==> src/rtl/rch_pkg.sv <==
// ----------------------------------------------------------------------------
// rch_pkg
// Shared types, constants and the wall map of the raycast column block.
// ----------------------------------------------------------------------------
package rch_pkg;

  localparam int POS_W   = 16;
  localparam int HEAD_W  = 12;
  localparam int COL_W   = 10;
  localparam int HGT_W   = 12;
  localparam int ROW_W   = 9;
  localparam int STEP_W  = 11;
  localparam int CFG_W   = 16;

  localparam int DIV_NUM_W = 26;
  localparam int DIV_DEN_W = 16;
  localparam int ACC_W     = 48;
  localparam int MA_W      = 26;
  localparam int MB_W      = 18;
  localparam int TRIG_W    = 16;
  localparam int VEC_W     = 26;

  localparam logic [1:0] CFG_POS_X   = 2'd0;
  localparam logic [1:0] CFG_POS_Y   = 2'd1;
  localparam logic [1:0] CFG_HEADING = 2'd2;

  localparam logic [POS_W-1:0]  POS_RESET     = 16'd8192;
  localparam logic [HEAD_W-1:0] HEADING_RESET = 12'd0;

  // quintic sine coefficients, Q14
  localparam logic [14:0] SIN_C1   = 15'd25736;
  localparam logic [14:0] SIN_C3   = 15'd10512;
  localparam logic [14:0] SIN_C5   = 15'd1160;
  localparam logic [14:0] Q14_ONE  = 15'd16384;
  localparam logic [14:0] Q14_HALF = 15'd8192;
  localparam logic [HEAD_W-1:0] QUARTER_TURN = 12'd1024;

  localparam logic signed [ACC_W-1:0] CELL_SCALE = 48'sd1638400;
  localparam logic [2:0] INTERIOR_END = 3'd7;
  localparam logic [HGT_W-1:0] HGT_MAX = 12'd4095;

  // rows of the map, bit x set means wall; only cells 0..7 can be reached
  localparam logic [7:0] WALL_ROWS [8] = '{
    8'hFF, 8'h01, 8'h0D, 8'h65, 8'h05, 8'h01, 8'h01, 8'h01
  };

  typedef enum logic [4:0] {
    S_IDLE, S_Y1_GO, S_Y1_WAIT, S_U2, S_U3, S_U5, S_S0, S_S1, S_S2, S_SEND,
    S_VX0, S_VX1, S_VY0, S_VY1, S_VEND, S_M_GO, S_MARCH, S_H_GO, S_H_WAIT, S_FIN
  } state_t;

  typedef struct packed {
    logic en;
    logic clr;
    logic sub;
  } mac_op_t;

  function automatic logic [2:0] cell_idx(input logic signed [ACC_W-1:0] s);
    logic [2:0] c;
    c = '0;
    for (int k = 1; k <= 7; k++) begin
      if (s >= $signed(ACC_W'(k)) * CELL_SCALE) c = c + 3'd1;
    end
    return c;
  endfunction

  function automatic logic is_wall(input logic signed [ACC_W-1:0] sx,
                                   input logic signed [ACC_W-1:0] sy);
    logic [2:0] cx;
    logic [2:0] cy;
    logic [7:0] row;
    cx = cell_idx(sx);
    cy = cell_idx(sy);
    row = WALL_ROWS[cy];
    if (cx == 3'd0 || cy == 3'd0 || cx == INTERIOR_END || cy == INTERIOR_END)
      return 1'b1;
    return row[cx];
  endfunction

endpackage

==> src/rtl/rch_if.sv <==
// ----------------------------------------------------------------------------
// rch_in_if / rch_out_if
// Valid/ready channels for column requests and wall span results.
// ----------------------------------------------------------------------------
interface rch_in_if;
  logic                       valid;
  logic                       ready;
  logic [rch_pkg::COL_W-1:0]  column;
  modport source (output valid, output column, input ready);
  modport sink   (input valid, input column, output ready);
endinterface

interface rch_out_if;
  logic                       valid;
  logic                       ready;
  logic [rch_pkg::HGT_W-1:0]  wall_height;
  logic [rch_pkg::ROW_W-1:0]  ceiling_end;
  logic [rch_pkg::ROW_W-1:0]  floor_start;
  logic [rch_pkg::STEP_W-1:0] march_steps;
  modport source (output valid, output wall_height, output ceiling_end,
                  output floor_start, output march_steps, input ready);
  modport sink   (input valid, input wall_height, input ceiling_end,
                  input floor_start, input march_steps, output ready);
endinterface

==> src/rtl/rch_divider.sv <==
// ----------------------------------------------------------------------------
// rch_divider
// Restoring unsigned divider, one quotient bit per cycle.
// ----------------------------------------------------------------------------
module rch_divider (
  input  logic                           clk,
  input  logic                           rst_n,
  input  logic                           start,
  input  logic [rch_pkg::DIV_NUM_W-1:0]  num,
  input  logic [rch_pkg::DIV_DEN_W-1:0]  den,
  output logic                           done,
  output logic [rch_pkg::DIV_NUM_W-1:0]  quo
);
  localparam int NW = rch_pkg::DIV_NUM_W;
  localparam int DW = rch_pkg::DIV_DEN_W;
  localparam int CW = $clog2(NW + 1);

  logic [DW:0]   rem_r, rem_nxt;
  logic [NW-1:0] q_r, q_nxt;
  logic [DW-1:0] den_r;
  logic [CW-1:0] cnt_r;
  logic          busy_r, done_r;
  logic [DW:0]   shifted;

  always_comb begin
    shifted = {rem_r[DW-1:0], q_r[NW-1]};
    q_nxt   = {q_r[NW-2:0], 1'b0};
    rem_nxt = shifted;
    if (shifted >= {1'b0, den_r}) begin
      rem_nxt  = shifted - {1'b0, den_r};
      q_nxt[0] = 1'b1;
    end
  end

  always_ff @(posedge clk) begin
    if (!rst_n) begin
      busy_r <= 1'b0;
      done_r <= 1'b0;
      cnt_r  <= '0;
    end else begin
      done_r <= 1'b0;
      if (start) begin
        busy_r <= 1'b1;
        cnt_r  <= CW'(NW);
      end else if (busy_r) begin
        cnt_r <= cnt_r - 1'b1;
        if (cnt_r == CW'(1)) begin
          busy_r <= 1'b0;
          done_r <= 1'b1;
        end
      end
    end
  end

  always_ff @(posedge clk) begin
    if (start) begin
      rem_r <= '0;
      q_r   <= num;
      den_r <= den;
    end else if (busy_r) begin
      rem_r <= rem_nxt;
      q_r   <= q_nxt;
    end
  end

  assign done = done_r;
  assign quo  = q_r;
endmodule

==> src/rtl/rch_mac.sv <==
// ----------------------------------------------------------------------------
// rch_mac
// Shared signed multiply-accumulate unit for the sine and ray setup.
// ----------------------------------------------------------------------------
module rch_mac (
  input  logic                                clk,
  input  rch_pkg::mac_op_t                    op,
  input  logic signed [rch_pkg::MA_W-1:0]     a,
  input  logic signed [rch_pkg::MB_W-1:0]     b,
  output logic signed [rch_pkg::ACC_W-1:0]    acc
);
  localparam int PW = rch_pkg::MA_W + rch_pkg::MB_W;

  logic signed [PW-1:0]               prod;
  logic signed [rch_pkg::ACC_W-1:0]   base, acc_r, acc_nxt;

  always_comb begin
    prod    = a * b;
    base    = op.clr ? '0 : acc_r;
    acc_nxt = op.sub ? base - rch_pkg::ACC_W'(prod) : base + rch_pkg::ACC_W'(prod);
  end

  always_ff @(posedge clk) begin
    if (op.en) acc_r <= acc_nxt;
  end

  assign acc = acc_r;
endmodule

==> src/rtl/rch_march.sv <==
// ----------------------------------------------------------------------------
// rch_march
// Fixed-step ray marcher: one step and one cell test per cycle.
// ----------------------------------------------------------------------------
module rch_march #(
  parameter int MAX_STEPS = 2047,
  parameter int NW        = 11
) (
  input  logic                                clk,
  input  logic                                rst_n,
  input  logic                                start,
  input  logic [rch_pkg::POS_W-1:0]           pos_x,
  input  logic [rch_pkg::POS_W-1:0]           pos_y,
  input  logic signed [rch_pkg::VEC_W-1:0]    vx,
  input  logic signed [rch_pkg::VEC_W-1:0]    vy,
  output logic                                done,
  output logic [NW-1:0]                       steps
);
  localparam int AW = rch_pkg::ACC_W;

  logic signed [AW-1:0] sx_r, sy_r;
  logic [NW-1:0]        n_r;
  logic                 busy_r, done_r, stop;
  logic [24:0]          px400, py400;

  // pos * 400 = pos * (256 + 128 + 16)
  assign px400 = {1'b0, pos_x, 8'b0} + {2'b0, pos_x, 7'b0} + {5'b0, pos_x, 4'b0};
  assign py400 = {1'b0, pos_y, 8'b0} + {2'b0, pos_y, 7'b0} + {5'b0, pos_y, 4'b0};

  assign stop = rch_pkg::is_wall(sx_r, sy_r) || (n_r == NW'(MAX_STEPS));

  always_ff @(posedge clk) begin
    if (!rst_n) begin
      busy_r <= 1'b0;
      done_r <= 1'b0;
    end else begin
      done_r <= 1'b0;
      if (start) begin
        busy_r <= 1'b1;
      end else if (busy_r && stop) begin
        busy_r <= 1'b0;
        done_r <= 1'b1;
      end
    end
  end

  always_ff @(posedge clk) begin
    if (start) begin
      sx_r <= $signed(AW'(px400)) + AW'(vx);
      sy_r <= $signed(AW'(py400)) + AW'(vy);
      n_r  <= NW'(1);
    end else if (busy_r && !stop) begin
      sx_r <= sx_r + AW'(vx);
      sy_r <= sy_r + AW'(vy);
      n_r  <= n_r + 1'b1;
    end
  end

  assign done  = done_r;
  assign steps = n_r;
endmodule

==> src/rtl/raycast_column_height.sv <==
// ----------------------------------------------------------------------------
// raycast_column_height
// Wall span of one screen column by fixed-step ray marching.
// ----------------------------------------------------------------------------
// channel   dir  handshake      payload
// in_ch     in   valid/ready    column
// out_ch    out  valid/ready    wall_height, ceiling_end, floor_start, march_steps
// cfg_*     in   cfg_we         cfg_index, cfg_wdata
//
// One item passes from accept to accept through these steps: accept, the
// lateral offset (constant reciprocal multiply), sine and cosine on the
// shared multiply-accumulate unit, the ray direction, the march, the height
// divide and the hand-off.
// Synchronous active-low reset; no clearing pass. A stalled result holds in
// the output register; the next item is taken and waits at hand-off.
// ----------------------------------------------------------------------------
module raycast_column_height #(
  parameter int SCREEN_WIDTH  = 640,
  parameter int SCREEN_HEIGHT = 480,
  parameter int MAX_STEPS     = 2047
) (
  input  logic                        clk,
  input  logic                        rst_n,
  rch_in_if.sink                      in_ch,
  rch_out_if.source                   out_ch,
  input  logic                        cfg_we,
  input  logic [1:0]                  cfg_index,
  input  logic [rch_pkg::CFG_W-1:0]   cfg_wdata
);
  localparam int NW      = $clog2(MAX_STEPS + 1);
  localparam int HALF_W  = SCREEN_WIDTH / 2;
  localparam int HALF_H  = SCREEN_HEIGHT / 2;
  localparam int AW      = rch_pkg::ACC_W;
  localparam int DNW     = rch_pkg::DIV_NUM_W;
  localparam int DDW     = rch_pkg::DIV_DEN_W;

  // ceil(2^37 / width): offset * 2^14 / width is exact as (mag * recip) >> 23
  localparam int          Y1_SHIFT = 23;
  localparam logic [36:0] Y1_RECIP =
    37'(((64'd1 << 37) + 64'(SCREEN_WIDTH) - 64'd1) / 64'(SCREEN_WIDTH));

  rch_pkg::state_t state_r, state_nxt;

  logic [rch_pkg::POS_W-1:0]  pos_x_r, pos_y_r;
  logic [rch_pkg::HEAD_W-1:0] heading_r;
  logic [rch_pkg::COL_W-1:0]  col_r;
  logic                       phase_r;
  logic signed [DNW-1:0]      y1_r;
  logic [14:0]                u2_r, u3_r, u5_r;
  logic signed [rch_pkg::TRIG_W-1:0] sin_r, cos_r;
  logic signed [rch_pkg::VEC_W-1:0]  vx_r, vy_r;
  logic [DNW-1:0]             hq_r;
  logic [NW-1:0]              steps;

  logic                       out_valid_r;
  logic [rch_pkg::HGT_W-1:0]  wall_height_r;
  logic [rch_pkg::ROW_W-1:0]  ceiling_end_r, floor_start_r;
  logic [rch_pkg::STEP_W-1:0] march_steps_r;

  rch_pkg::mac_op_t           mac_op;
  logic signed [rch_pkg::MA_W-1:0] mac_a;
  logic signed [rch_pkg::MB_W-1:0] mac_b;
  logic signed [AW-1:0]       acc;

  logic                       div_start, div_done, march_start, march_done;
  logic [DNW-1:0]             div_num, div_quo;
  logic [DDW-1:0]             div_den;

  logic                       in_fire, out_free;
  logic [rch_pkg::HEAD_W-1:0] hh;
  logic [10:0]                z;
  logic [14:0]                u, acc_q14;
  logic [33:0]                s_raw;
  logic [14:0]                s_cap;
  logic signed [rch_pkg::TRIG_W-1:0] s_val;
  logic signed [AW-1:0]       acc_rnd;
  logic signed [13:0]         y1_diff;
  logic [13:0]                y1_mag;
  logic [50:0]                y1_prod;
  logic [DNW-1:0]             y1_q;
  logic [rch_pkg::HGT_W-1:0]  h_sat;
  logic [12:0]                ceil_v, floor_v;

  assign in_fire  = in_ch.valid && in_ch.ready;
  assign out_free = !out_valid_r || out_ch.ready;

  // phase and magnitude of the current quarter-wave
  always_comb begin
    hh      = phase_r ? heading_r + rch_pkg::QUARTER_TURN : heading_r;
    z       = hh[10] ? 11'd1024 - {1'b0, hh[9:0]} : {1'b0, hh[9:0]};
    u       = {z[10:0], 4'b0};
    acc_q14 = acc[28:14];
    s_raw   = acc[47:14];
    s_cap   = (s_raw > 34'(rch_pkg::Q14_ONE)) ? rch_pkg::Q14_ONE : s_raw[14:0];
    s_val   = hh[11] ? -$signed({1'b0, s_cap}) : $signed({1'b0, s_cap});
    acc_rnd = (acc < 0) ? (acc + AW'(16383)) >>> 14 : acc >>> 14;
    y1_diff = $signed(14'(HALF_W)) - $signed({4'b0, col_r});
    y1_mag  = (y1_diff < 0) ? 14'(-y1_diff) : 14'(y1_diff);
    y1_prod = 51'(y1_mag) * 51'(Y1_RECIP);
    y1_q    = y1_prod[Y1_SHIFT +: DNW];
  end

  // next state
  always_comb begin
    state_nxt = state_r;
    unique case (state_r)
      rch_pkg::S_IDLE:    if (in_fire) state_nxt = rch_pkg::S_Y1_GO;
      rch_pkg::S_Y1_GO:   state_nxt = rch_pkg::S_Y1_WAIT;
      rch_pkg::S_Y1_WAIT: state_nxt = rch_pkg::S_U2;
      rch_pkg::S_U2:      state_nxt = rch_pkg::S_U3;
      rch_pkg::S_U3:      state_nxt = rch_pkg::S_U5;
      rch_pkg::S_U5:      state_nxt = rch_pkg::S_S0;
      rch_pkg::S_S0:      state_nxt = rch_pkg::S_S1;
      rch_pkg::S_S1:      state_nxt = rch_pkg::S_S2;
      rch_pkg::S_S2:      state_nxt = rch_pkg::S_SEND;
      rch_pkg::S_SEND:    state_nxt = phase_r ? rch_pkg::S_VX0 : rch_pkg::S_U2;
      rch_pkg::S_VX0:     state_nxt = rch_pkg::S_VX1;
      rch_pkg::S_VX1:     state_nxt = rch_pkg::S_VY0;
      rch_pkg::S_VY0:     state_nxt = rch_pkg::S_VY1;
      rch_pkg::S_VY1:     state_nxt = rch_pkg::S_VEND;
      rch_pkg::S_VEND:    state_nxt = rch_pkg::S_M_GO;
      rch_pkg::S_M_GO:    state_nxt = rch_pkg::S_MARCH;
      rch_pkg::S_MARCH:   if (march_done) state_nxt = rch_pkg::S_H_GO;
      rch_pkg::S_H_GO:    state_nxt = rch_pkg::S_H_WAIT;
      rch_pkg::S_H_WAIT:  if (div_done) state_nxt = rch_pkg::S_FIN;
      rch_pkg::S_FIN:     if (out_free) state_nxt = rch_pkg::S_IDLE;
      default:            state_nxt = rch_pkg::S_IDLE;
    endcase
  end

  // unit controls and operands
  always_comb begin
    mac_op      = '{en: 1'b0, clr: 1'b0, sub: 1'b0};
    mac_a       = '0;
    mac_b       = '0;
    div_start   = 1'b0;
    div_num     = '0;
    div_den     = '0;
    march_start = 1'b0;
    unique case (state_r)
      rch_pkg::S_U2: begin
        mac_op = '{en: 1'b1, clr: 1'b1, sub: 1'b0};
        mac_a  = $signed(rch_pkg::MA_W'(u));
        mac_b  = $signed(rch_pkg::MB_W'(u));
      end
      rch_pkg::S_U3: begin
        mac_op = '{en: 1'b1, clr: 1'b1, sub: 1'b0};
        mac_a  = $signed(rch_pkg::MA_W'(acc_q14));
        mac_b  = $signed(rch_pkg::MB_W'(u));
      end
      rch_pkg::S_U5: begin
        mac_op = '{en: 1'b1, clr: 1'b1, sub: 1'b0};
        mac_a  = $signed(rch_pkg::MA_W'(acc_q14));
        mac_b  = $signed(rch_pkg::MB_W'(u2_r));
      end
      rch_pkg::S_S0: begin
        mac_op = '{en: 1'b1, clr: 1'b1, sub: 1'b0};
        mac_a  = $signed(rch_pkg::MA_W'(rch_pkg::SIN_C1));
        mac_b  = $signed(rch_pkg::MB_W'(u));
      end
      rch_pkg::S_S1: begin
        mac_op = '{en: 1'b1, clr: 1'b0, sub: 1'b0};
        mac_a  = $signed(rch_pkg::MA_W'(rch_pkg::SIN_C5));
        mac_b  = $signed(rch_pkg::MB_W'(u5_r));
      end
      rch_pkg::S_S2: begin
        mac_op = '{en: 1'b1, clr: 1'b0, sub: 1'b1};
        mac_a  = $signed(rch_pkg::MA_W'(rch_pkg::SIN_C3));
        mac_b  = $signed(rch_pkg::MB_W'(u3_r));
      end
      rch_pkg::S_VX0: begin
        mac_op = '{en: 1'b1, clr: 1'b1, sub: 1'b0};
        mac_a  = $signed(rch_pkg::MA_W'(rch_pkg::Q14_HALF));
        mac_b  = rch_pkg::MB_W'(cos_r);
      end
      rch_pkg::S_VX1: begin
        mac_op = '{en: 1'b1, clr: 1'b0, sub: 1'b1};
        mac_a  = y1_r;
        mac_b  = rch_pkg::MB_W'(sin_r);
      end
      rch_pkg::S_VY0: begin
        mac_op = '{en: 1'b1, clr: 1'b1, sub: 1'b0};
        mac_a  = $signed(rch_pkg::MA_W'(rch_pkg::Q14_HALF));
        mac_b  = rch_pkg::MB_W'(sin_r);
      end
      rch_pkg::S_VY1: begin
        mac_op = '{en: 1'b1, clr: 1'b0, sub: 1'b0};
        mac_a  = y1_r;
        mac_b  = rch_pkg::MB_W'(cos_r);
      end
      // vy_r is loaded in S_VEND, so the march starts in the next state, S_M_GO
      rch_pkg::S_M_GO: march_start = 1'b1;
      rch_pkg::S_H_GO: begin
        div_start = 1'b1;
        div_num   = DNW'(SCREEN_HEIGHT * 50);
        div_den   = DDW'(steps);
      end
      default: ;
    endcase
  end

  // result shaping
  always_comb begin
    h_sat   = (hq_r > DNW'(rch_pkg::HGT_MAX)) ? rch_pkg::HGT_MAX : hq_r[11:0];
    ceil_v  = (13'(HALF_H) > {1'b0, h_sat}) ? 13'(HALF_H) - {1'b0, h_sat} : 13'd0;
    floor_v = 13'(HALF_H) + {1'b0, h_sat};
    if (floor_v > 13'(SCREEN_HEIGHT)) floor_v = 13'(SCREEN_HEIGHT);
  end

  always_ff @(posedge clk) begin
    if (!rst_n) begin
      state_r     <= rch_pkg::S_IDLE;
      out_valid_r <= 1'b0;
      pos_x_r     <= rch_pkg::POS_RESET;
      pos_y_r     <= rch_pkg::POS_RESET;
      heading_r   <= rch_pkg::HEADING_RESET;
      phase_r     <= 1'b0;
    end else begin
      state_r <= state_nxt;
      if (cfg_we) begin
        unique case (cfg_index)
          rch_pkg::CFG_POS_X:   pos_x_r   <= cfg_wdata;
          rch_pkg::CFG_POS_Y:   pos_y_r   <= cfg_wdata;
          rch_pkg::CFG_HEADING: heading_r <= cfg_wdata[rch_pkg::HEAD_W-1:0];
          default: ;
        endcase
      end
      if (state_r == rch_pkg::S_Y1_WAIT) phase_r <= 1'b0;
      else if (state_r == rch_pkg::S_SEND) phase_r <= 1'b1;
      if (state_r == rch_pkg::S_FIN && out_free) out_valid_r <= 1'b1;
      else if (out_ch.ready) out_valid_r <= 1'b0;
    end
  end

  always_ff @(posedge clk) begin
    if (in_fire) col_r <= in_ch.column;
    if (state_r == rch_pkg::S_Y1_GO)
      y1_r <= (y1_diff < 0) ? -$signed(y1_q) : $signed(y1_q);
    if (state_r == rch_pkg::S_U3) u2_r <= acc_q14;
    if (state_r == rch_pkg::S_U5) u3_r <= acc_q14;
    if (state_r == rch_pkg::S_S0) u5_r <= acc_q14;
    if (state_r == rch_pkg::S_SEND) begin
      if (phase_r) cos_r <= s_val;
      else         sin_r <= s_val;
    end
    if (state_r == rch_pkg::S_VY0)  vx_r <= acc_rnd[rch_pkg::VEC_W-1:0];
    if (state_r == rch_pkg::S_VEND) vy_r <= acc_rnd[rch_pkg::VEC_W-1:0];
    if (state_r == rch_pkg::S_H_WAIT && div_done) hq_r <= div_quo;
    if (state_r == rch_pkg::S_FIN && out_free) begin
      wall_height_r <= h_sat;
      ceiling_end_r <= ceil_v[rch_pkg::ROW_W-1:0];
      floor_start_r <= floor_v[rch_pkg::ROW_W-1:0];
      march_steps_r <= rch_pkg::STEP_W'(steps);
    end
  end

  rch_mac u_mac (
    .clk (clk),
    .op  (mac_op),
    .a   (mac_a),
    .b   (mac_b),
    .acc (acc)
  );

  rch_divider u_div (
    .clk   (clk),
    .rst_n (rst_n),
    .start (div_start),
    .num   (div_num),
    .den   (div_den),
    .done  (div_done),
    .quo   (div_quo)
  );

  rch_march #(.MAX_STEPS(MAX_STEPS), .NW(NW)) u_march (
    .clk   (clk),
    .rst_n (rst_n),
    .start (march_start),
    .pos_x (pos_x_r),
    .pos_y (pos_y_r),
    .vx    (vx_r),
    .vy    (vy_r),
    .done  (march_done),
    .steps (steps)
  );

  assign in_ch.ready        = (state_r == rch_pkg::S_IDLE);
  assign out_ch.valid       = out_valid_r;
  assign out_ch.wall_height = wall_height_r;
  assign out_ch.ceiling_end = ceiling_end_r;
  assign out_ch.floor_start = floor_start_r;
  assign out_ch.march_steps = march_steps_r;
endmodule

==> src/flat_wrapper.sv <==
// flat-port wrapper written by rule: the top's interface ports become plain ports
module raycast_column_height_flat 
#(
  parameter int SCREEN_WIDTH  = 640,
  parameter int SCREEN_HEIGHT = 480,
  parameter int MAX_STEPS     = 2047
)
  (clk, rst_n, cfg_we, cfg_index, cfg_wdata, in_ch_valid, in_ch_column, in_ch_ready, out_ch_valid, out_ch_wall_height, out_ch_ceiling_end, out_ch_floor_start, out_ch_march_steps, out_ch_ready);
  rch_in_if in_ch_i ();
  rch_out_if out_ch_i ();
  input  logic clk;
  input  logic rst_n;
  input  logic cfg_we;
  input  logic [1:0] cfg_index;
  input  logic [rch_pkg::CFG_W-1:0] cfg_wdata;
  input wire logic [$bits(in_ch_i.valid)-1:0] in_ch_valid;
  input wire logic [$bits(in_ch_i.column)-1:0] in_ch_column;
  output wire logic [$bits(in_ch_i.ready)-1:0] in_ch_ready;
  output wire logic [$bits(out_ch_i.valid)-1:0] out_ch_valid;
  output wire logic [$bits(out_ch_i.wall_height)-1:0] out_ch_wall_height;
  output wire logic [$bits(out_ch_i.ceiling_end)-1:0] out_ch_ceiling_end;
  output wire logic [$bits(out_ch_i.floor_start)-1:0] out_ch_floor_start;
  output wire logic [$bits(out_ch_i.march_steps)-1:0] out_ch_march_steps;
  input wire logic [$bits(out_ch_i.ready)-1:0] out_ch_ready;
  assign in_ch_i.valid = in_ch_valid;
  assign in_ch_i.column = in_ch_column;
  assign in_ch_ready = in_ch_i.ready;
  assign out_ch_valid = out_ch_i.valid;
  assign out_ch_wall_height = out_ch_i.wall_height;
  assign out_ch_ceiling_end = out_ch_i.ceiling_end;
  assign out_ch_floor_start = out_ch_i.floor_start;
  assign out_ch_march_steps = out_ch_i.march_steps;
  assign out_ch_i.ready = out_ch_ready;
  raycast_column_height #(.SCREEN_WIDTH(SCREEN_WIDTH), .SCREEN_HEIGHT(SCREEN_HEIGHT), .MAX_STEPS(MAX_STEPS)) u_core (.clk(clk), .rst_n(rst_n), .in_ch(in_ch_i), .out_ch(out_ch_i), .cfg_we(cfg_we), .cfg_index(cfg_index), .cfg_wdata(cfg_wdata));
endmodule
==> config.mk <==
export PLATFORM = sky130hd
export DESIGN_NAME = raycast_column_height_flat
export DESIGN_NICKNAME = d
export VERILOG_FILES = /design/src/rtl/rch_pkg.sv /design/src/rtl/rch_if.sv /design/src/rtl/rch_divider.sv /design/src/rtl/rch_mac.sv /design/src/rtl/rch_march.sv /design/src/rtl/raycast_column_height.sv /design/src/flat_wrapper.sv
export SDC_FILE = /design/constraint.sdc
export NUM_CORES = 2
export LEC_CHECK = 0
export CORE_MARGIN = 1
export CORE_UTILIZATION = 60
export DETAILED_ROUTE_END_ITERATION = 6
export DONT_BUFFER_PORTS = 1
export PLACE_DENSITY = 0.79
export RECOVER_POWER = 100
export SYNTH_ARGS = -nofsm -noshare
export SYNTH_HDL_FRONTEND = slang
export SYNTH_SLANG_ARGS = --single-unit
==> constraint.sdc <==
create_clock -name clk -period 11.3 [get_ports clk]
set_input_delay 2.825 -clock clk [delete_from_list [all_inputs] [get_ports clk]]
set_output_delay 2.825 -clock clk [all_outputs]
set_load 0.01 [all_outputs]
# Word level (Yosys, flattened, before mapping)
# Memory sizes are Yosys's and may differ from the RTL's.
# Index checks and enable logic that the tools add are counted.
classes:
  n_addsub: 34
  mul: 2
  div_mod_pow: 0
  magnitude_cmp: 23
  eq_ne: 29
  n_shift: 0
  muxes: 62
  n_bitwise: 4
  reduce_logical: 39
ops:
  columns: ["op", "n"]
  rows:
  - ["48-bit by 24-bit >= comparator with 1-bit output, second input constant", 6]
  - ["48-bit 2-to-1 mux", 6]
  - ["48-bit by 25-bit >= comparator with 1-bit output, second input constant", 4]
  - ["26-bit case mux with 7 select lines", 1]
  - ["18-bit case mux with 6 select lines", 1]
  - ["5-bit case mux with 20 select lines", 1]
  - ["48-bit by 26-bit adder with 48-bit output", 2]
  - ["48-bit by 22-bit >= comparator with 1-bit output, second input constant", 2]
  - ["48-bit by 23-bit >= comparator with 1-bit output, second input constant", 2]
  - ["26-bit 2-to-1 mux", 3]
  - ["26-bit by 26-bit adder with 27-bit output", 2]
  - ["24-bit by 23-bit adder with 25-bit output", 2]
  - ["25-bit by 20-bit adder with 25-bit output", 2]
  - ["48-bit by 44-bit adder with 48-bit output", 1]
  - ["48-bit by 1-bit less-than comparator with 1-bit output, second input constant", 1]
  - ["48-bit by 44-bit subtractor with 48-bit output", 1]
  - ["26-bit by 18-bit multiplier with 44-bit output", 1]
  - ["14-bit by 28-bit multiplier with 42-bit output, second input constant", 1]
  - ["40-bit by 15-bit adder with 40-bit output, second input constant", 1]
  - ["5-bit by 4-bit == test with 1-bit output, second input constant", 8]
  - ["3-bit by 1-bit adder with 3-bit output, second input constant", 12]
  - ["3-bit 2-to-1 mux", 12]
  - ["34-bit by 15-bit > comparator with 1-bit output, second input constant", 1]
  - ["16-bit 2-to-1 mux", 2]
  - ["other kinds (53)", 118]
word_totals:
  regBits: 505
  latchBits: 0
  ramBits: 0
  mem_bits_ro: 64
  in_bits: 33
  output_inout_bits: 43
  word_cells: 229
  mem_count: 1
mem_list:
  columns: ["name", "words", "word_bits", "read_ports", "rd_ports_with_merged_regs", "wr", "line", "text"]
  rows:
  - ["(name not given)", 8, 8, 1, 0, 0, "rch_pkg.sv:74", "row = WALL_ROWS[cy];"]

# Logic depth before layout (Yosys ltp)
logic_depth:
  ltp_word: 26
  ltp_mapped: 49
  ltp_nobuf: 45

# Modules after synthesis
# A second synthesis with hierarchy kept.
unflattened:
  cells_unflattened: 6083
  hier_area_um2: 56788.2
by_module_without_submodules:
  columns: ["mod", "n_inst", "cells_each", "area_per_inst_um2", "seq_area_each_um2"]
  rows:
  - ["rch_mac", 1, 2536, 22105.0, 1441.4]
  - ["raycast_column_height", 1, 1569, 17020.1, 7987.7]
  - ["rch_march", 1, 1665, 14223.6, 3143.0]
  - ["rch_divider", 1, 313, 3439.5, 1721.7]

# Least setup slack after synthesis
# OpenSTA, ideal clock, no wires.
synth_timing:
  kind: "register -> register"
  startpoint: "register u_core.state_r[3]"
  endpoint: "register u_core.u_mac.acc_r (netlist bit u_core.u_mac.acc[47]) (data pin)"
  setup_time_ns: 0.259
  arrival_ns: 10.802
  t_required_ns: 11.041
  slack_ns: 0.239
  path_stages_with_launch: 45
  path_buffers: 3
  period_less_slack_ns: 11.061
  cell_sequence: "dfxtp_1 clkbuf_1 nor2_1 nand2_1 nor2_1 clkbuf_1 a22oi_1 nand2_1 a211oi_1 clkbuf_1 nor2_1 fa_1 inv_1 fa_1 fa_1 inv_1 fa_1 fa_1 [... 9 more ...] and2_1 or2_2 nor3_1 nor2_1 xnor2_1 ha_1 a21oi_1 nor2b_1 o21ai_0 nand2b_1 a221o_1 or3_1 a21oi_1 o21a_1 a21oi_1 a21o_1 a21oi_1 xnor2_1"
synth_between:
  elab_chain_cells: 6
  elab_cells_between_ends: 27
  cone_classes: "2 x add/sub; 1 x mul; 10 x eq/ne; 5 x mux; 9 x reduce/logical"
synth_lines:
  columns: ["element", "line", "text"]
  rows:
  - ["from (decl)", "raycast_column_height.sv:42", "rch_pkg::state_t state_r, state_nxt;"]
  - ["from (signal assigned)", "raycast_column_height.sv:212", "state_r <= rch_pkg::S_IDLE;"]
  - ["from (signal assigned)", "raycast_column_height.sv:219", "state_r <= state_nxt;"]
  - ["5-bit by 2-bit == test with 1-bit output (tied with other cells)", "raycast_column_height.sv:140", "unique case (state_r)"]
  - ["3-bit OR reduction (no line) (tied with other cells)", null, null]
  - ["18-bit case mux with 6 select lines (tied with other cells)", "raycast_column_height.sv:140", null]
  - ["26-bit by 18-bit multiplier with 44-bit output or 48-bit 2-to-1 mux (tied branches)", "rch_mac.sv:18, rch_mac.sv:19", null]
  - ["48-bit by 44-bit adder with 48-bit output or 48-bit by 44-bit subtractor with 48-bit output (tied branches)", "rch_mac.sv:20", "acc_nxt = op.sub ? base - rch_pkg::ACC_W'(prod) : base + rch_pkg::ACC_W'(prod);"]
  - ["48-bit 2-to-1 mux (*)", "rch_mac.sv:20", null]
  - ["net u_core.u_mac.acc_nxt, one bit", "rch_mac.sv:15", "logic signed [rch_pkg::ACC_W-1:0] base, acc_r, acc_nxt;"]
  - ["to (signal assigned)", "rch_mac.sv:24", "if (op.en) acc_r <= acc_nxt;"]
  - ["to (decl)", "rch_mac.sv:15", null]
# The timed path passes the listed nets; every way through them passes the cells marked *.
# A chain may end at the register's enable or synchronous reset.

# Worst setup path in the final report
layout_timing:
  startpoint: "register u_core.state_r[4]"
  endpoint: "register u_core.u_mac.acc_r (netlist bit u_core.u_mac.acc[41]) (data pin)"
# Same word-level chain as after synthesis.

==> results.txt <==
- The clock net in this run drives a total of 500 sinks.
- Share of the synthesized area in the top cell type: 0.226
* Failing checks: design-rule violations
- The number of cells on the worst reg-to-reg path is 43.
- Vias in the first global route: between 40k and 50k
- In the final routed layout, each cell accounts on average for 20.5 µm.
- Cell internal power was estimated by the tool at between 6 and 7 mW.
- For hold timing, the worst endpoint is u_core.u_march.done.
* CTS tree: done
- For this run, the number of Yosys warnings is 0.
- Count of endpoints failing setup in the final report: 0
- In this run the standard cell core region covers roughly 90000 µm².
- Peak ir drop on the vdd network: 567 µV
- The finished layout holds between 7k and 8k standard cells, fillers aside.
- Measured along the x axis, the die boundary spans approximately 300 µm.
- For this run, the total global-route usage over all layers was measured as 0.323.
- In this run the critical register-to-register path is launched from u_core.state_r[4].
- Fraction of synthesized area in multiplexers: 0.00777
- Syn Inst Count: 5906
- Setup slack on the critical path of the routed design comes to around 0.47 ns.
- Relative to the synthesized area, the layout overhead comes to 8.44%.
- After detailed routing, the number of remaining DRC violations is 9.
* Count of input and output buffers: 0
* P_leak: 26.1 nW
- By area the synthesized netlist is led by edfxtp_1, fa_1, ha_1.
- Worst Setup End Kind: flip-flop
- Post-detailed-placement half-perimeter wirelength: approximately 120000 µm
- Number of DRC markers after the initial detailed-route iteration: 4170
* Post-synthesis instance area: around 55000 µm²
- Dividing the synthesized area by the synthesized cell count gives a little over 9 µm².
* Final-stage net count: about 7.0k
- The post-synthesis compound-gate area fraction is 0.147.
- In the final layout, the share of cells above drive strength 1 is 0.0736.
- The die covers approximately 93000 µm².
- TritonCTS created 52 clock buffers.
- Of the total synthesized cell area, the portion taken by AND, OR, NAND and NOR gates is 0.151.
- Data arrival time of the critical path: 11.23 ns
- Largest driver fanout on the critical path: 15
* Relative slew margins: 0.279
- Required time worst endpoint: ~12 ns
- Biggest area consumer among synthesized cells: edfxtp_1
- Among all stages on the critical path, the largest delay is contributed by fa_1.
- Result of the run: finished, violations left
- In this run the power density over the cells is around 200 nW/µm².
- Total routed wirelength: between 100000 and 150000 µm
- Switching share of power: 0.456
* Post-Route Skew: between 0.04 and 0.05 ns
- XOR/XNOR share of the synthesized area: 0.0590
- STA classifies the critical path startpoint as a flip-flop.
- After synthesis, the largest family of logic cells by area is adder cells.
* Crit Path Category: flip-flop to flip-flop
* Pre-CTS setup slack: -0.0351 ns
- The first global-routing pass estimated approximately 240000 µm of wire.
* Count leader, synth: inv_1
- For this run, the slowest stage of the critical path takes ~0.57 ns.
- Starting density of the core: 0.608
- Cell with the most instances on the worst path: fa_1
- Clock edge transition at the registers on the reported setup and hold paths: around 0.06 ns
* Number of antenna violations at the first check in global routing: 3
- Post-synthesis sequential area ratio: 0.257
- Setup repair after global routing could not meet its margin everywhere.
- In this run the remaining antenna-violating nets after routing total 0.
- Relative contribution of combinational cells to total power: 0.610
* Count of fill cells added during filler insertion: 7086
- Once layout is complete, the utilization of the core stands at 0.660.
- Max-Cap Viols: 0
- After synthesis, the netlist uses 100 different library cells.
- In this run the clock root is driven by a clkbuf_16.
- In this run the register-to-register setup slack is ~0.47 ns.
- Number of cells traversed by the worst hold path: 2
- Entering global routing, the biggest net connects 127 pins.
* Net load switching power: 5.31 mW
* Async set or reset register ratio after synthesis: 0
* Final Hold Violating Endpoints: 0
- The endpoint identified for the worst register-to-register timing path is u_core.u_mac.acc[41].
- Achievable Freq: between 90 and 100 MHz
* Hold WS: 0.442 ns
- The H-tree was split into 2 levels.
* Final min period: 10.83 ns
- In this run the worst hold path is classified as flip-flop to flip-flop.
* 1st-pass router iterations: 7
- Share of total power in the clock network: 0.164
- After floorplanning, the core was divided into 110 placement rows.
* Count of final max-slew check failures: 0
* Diode insertion count for antenna repair: 0
* Commonest cells in the synthesized netlist: inv_1, nand2_1, fa_1, ha_1, nor2_1
- The clock passes through at most 3 buffers.
* FF/Latch Area: approximately 14000 µm²
- Post-Synth Adder-Cell Area: 0.309
- Summing internal, switching and leakage power gives between 10 and 15 mW.
- For the pin with the worst max-slew slack, the measured transition is 1.08 ns.
* Vias per Instance: roughly 6.1
* Placed Cells: 7086
- Of the available clock period, the critical path in the final layout requires 0.958.
- The number of hold buffers added after CTS was 0.
- For this design the top-level I/O count stands at 76.
- Launch point of the worst hold path: u_core.u_march.busy_r
- The die is ~300 µm tall.
* Total of flip-flops plus latches after synthesis: 500
- Total number of vias: 44.0k
- Of the total power, registers draw 0.226.
- Count of flip-flops with a built-in enable after synthesis: 413
* Final global-route overflow total: 0
* Startpoint of the most critical setup path: u_core.state_r[4]
- Source-to-sink clock delay at the later pin of the worst-skew pair: ~0.65 ns
- The multi-input combinational cells in the finished layout cover a total of 37500 µm².
- Placer congestion estimate: 0.993
- Most used flip-flop cell after synthesis: edfxtp_1
worst max path at each step:
stage / end / slack [ns]
final: u_core.u_mac.acc[41] / 0.47
after global routing: u_core.u_mac.acc[47] / -0.04
after CTS: u_core.u_mac.acc[41] / 0.01
after detailed placement: u_core.u_mac.acc[47] / -0.04
after global placement: u_core.u_mac.acc[47] / 0.14
after floorplan: u_core.u_mac.acc[47] / 0.24
repair_timing:
action | 4_1_cts | 5_1_grt
cloned | 0 | 0
setup endpoints to repair | 2 | 14
pin swaps | 0 | 10
resized for setup | 8 | 91
setup buffers | 0 | 14
cell usage in the layout (no fill, tap or decap), drive strengths merged, types with 67 or more instances in the layout:
cell and count:
a21oi 322, xor2 147, ha 477, clkbuf 76
and2 125, nand3 87, nand2 571, nor3 86
o21ai 248, a21o 140, xnor2 215, dfxtp 87
nor2 474, nand2b 67, fa 549, buf 183
inv 807, edfxtp 413
registers in the layout (all words and copies together) (netlist names), 26 cells and up:
| name | count |
|---|---|
| u_core.u_mac.acc | 48 |
| u_core.u_march.sx_r | 48 |
| u_core.u_march.sy_r | 48 |
| u_core.hq_r | 26 |
| u_core.u_div.quo | 26 |
| u_core.vx_r | 26 |
| u_core.vy_r | 26 |
| u_core.y1_r | 26 |
through the flow:
stage	setup TNS, ns	instance area (µm²)
final	0	59600
after global routing	-0.0409	59600
after CTS	0	59200
after detailed placement	-0.0351	57200
after global placement	0	57200
after floorplan	0	55000
per-layer routing:
metal,vias up,part of all wire,GRT usage
li1,20252,-,-
met1,21441,0.41,0.432
met2,1935,0.45,0.516
met3,397,0.092,0.0577
met4,4,0.047,0.137
met5,-,0.00020,0
power groups by stage:
stage	Sequential, mW	Combinational (mW)	Clock, mW
after global routing	2.64	7.82	1.99
final	2.64	7.10	1.91
after CTS	2.62	6.99	1.93
after global placement	2.65	6.75	0
after floorplan	2.55	5.20	0
after detailed placement	2.66	6.91	0
area by class of cell:
| class | count | share of cell area |
|---|---|---|
| repair buffers | 199 | 0.0256 |
| flip-flops and latches | 500 | 0.238 |
| inverters | 807 | 0.0510 |
| multi-input cells | 4418 | 0.629 |
| clock buffers | 60 | 0.0227 |
| well taps | 1176 | 0.0247 |
| clock inverters | 37 | 0.00910 |
worst max-delay path: cells and delay by family (launching register included):
kind / cells / cell delay (ns)
XOR/XNOR: 2 / 0.22
buffers and inverters: 7 / 0.81
adder cells (fa/ha/maj): 8 / 3.74
AND/OR/NAND/NOR: 13 / 2.33
flip-flops: 1 / 0.41
AO/OA/AOI/OAI: 13 / 3.06
kinds of logic (layout without fill, tap and decap cells):
kind of cell,count (synthesis),after routing
compound gates,1223,1223
xor+xnor,365,365
fa+ha+maj,1026,1026
buf+inv,1001,1103
flops,500,500
mux,42,42
other cells,2,15
simple gates,1747,1747
Note: power is estimated with default switching activity, not from simulation.
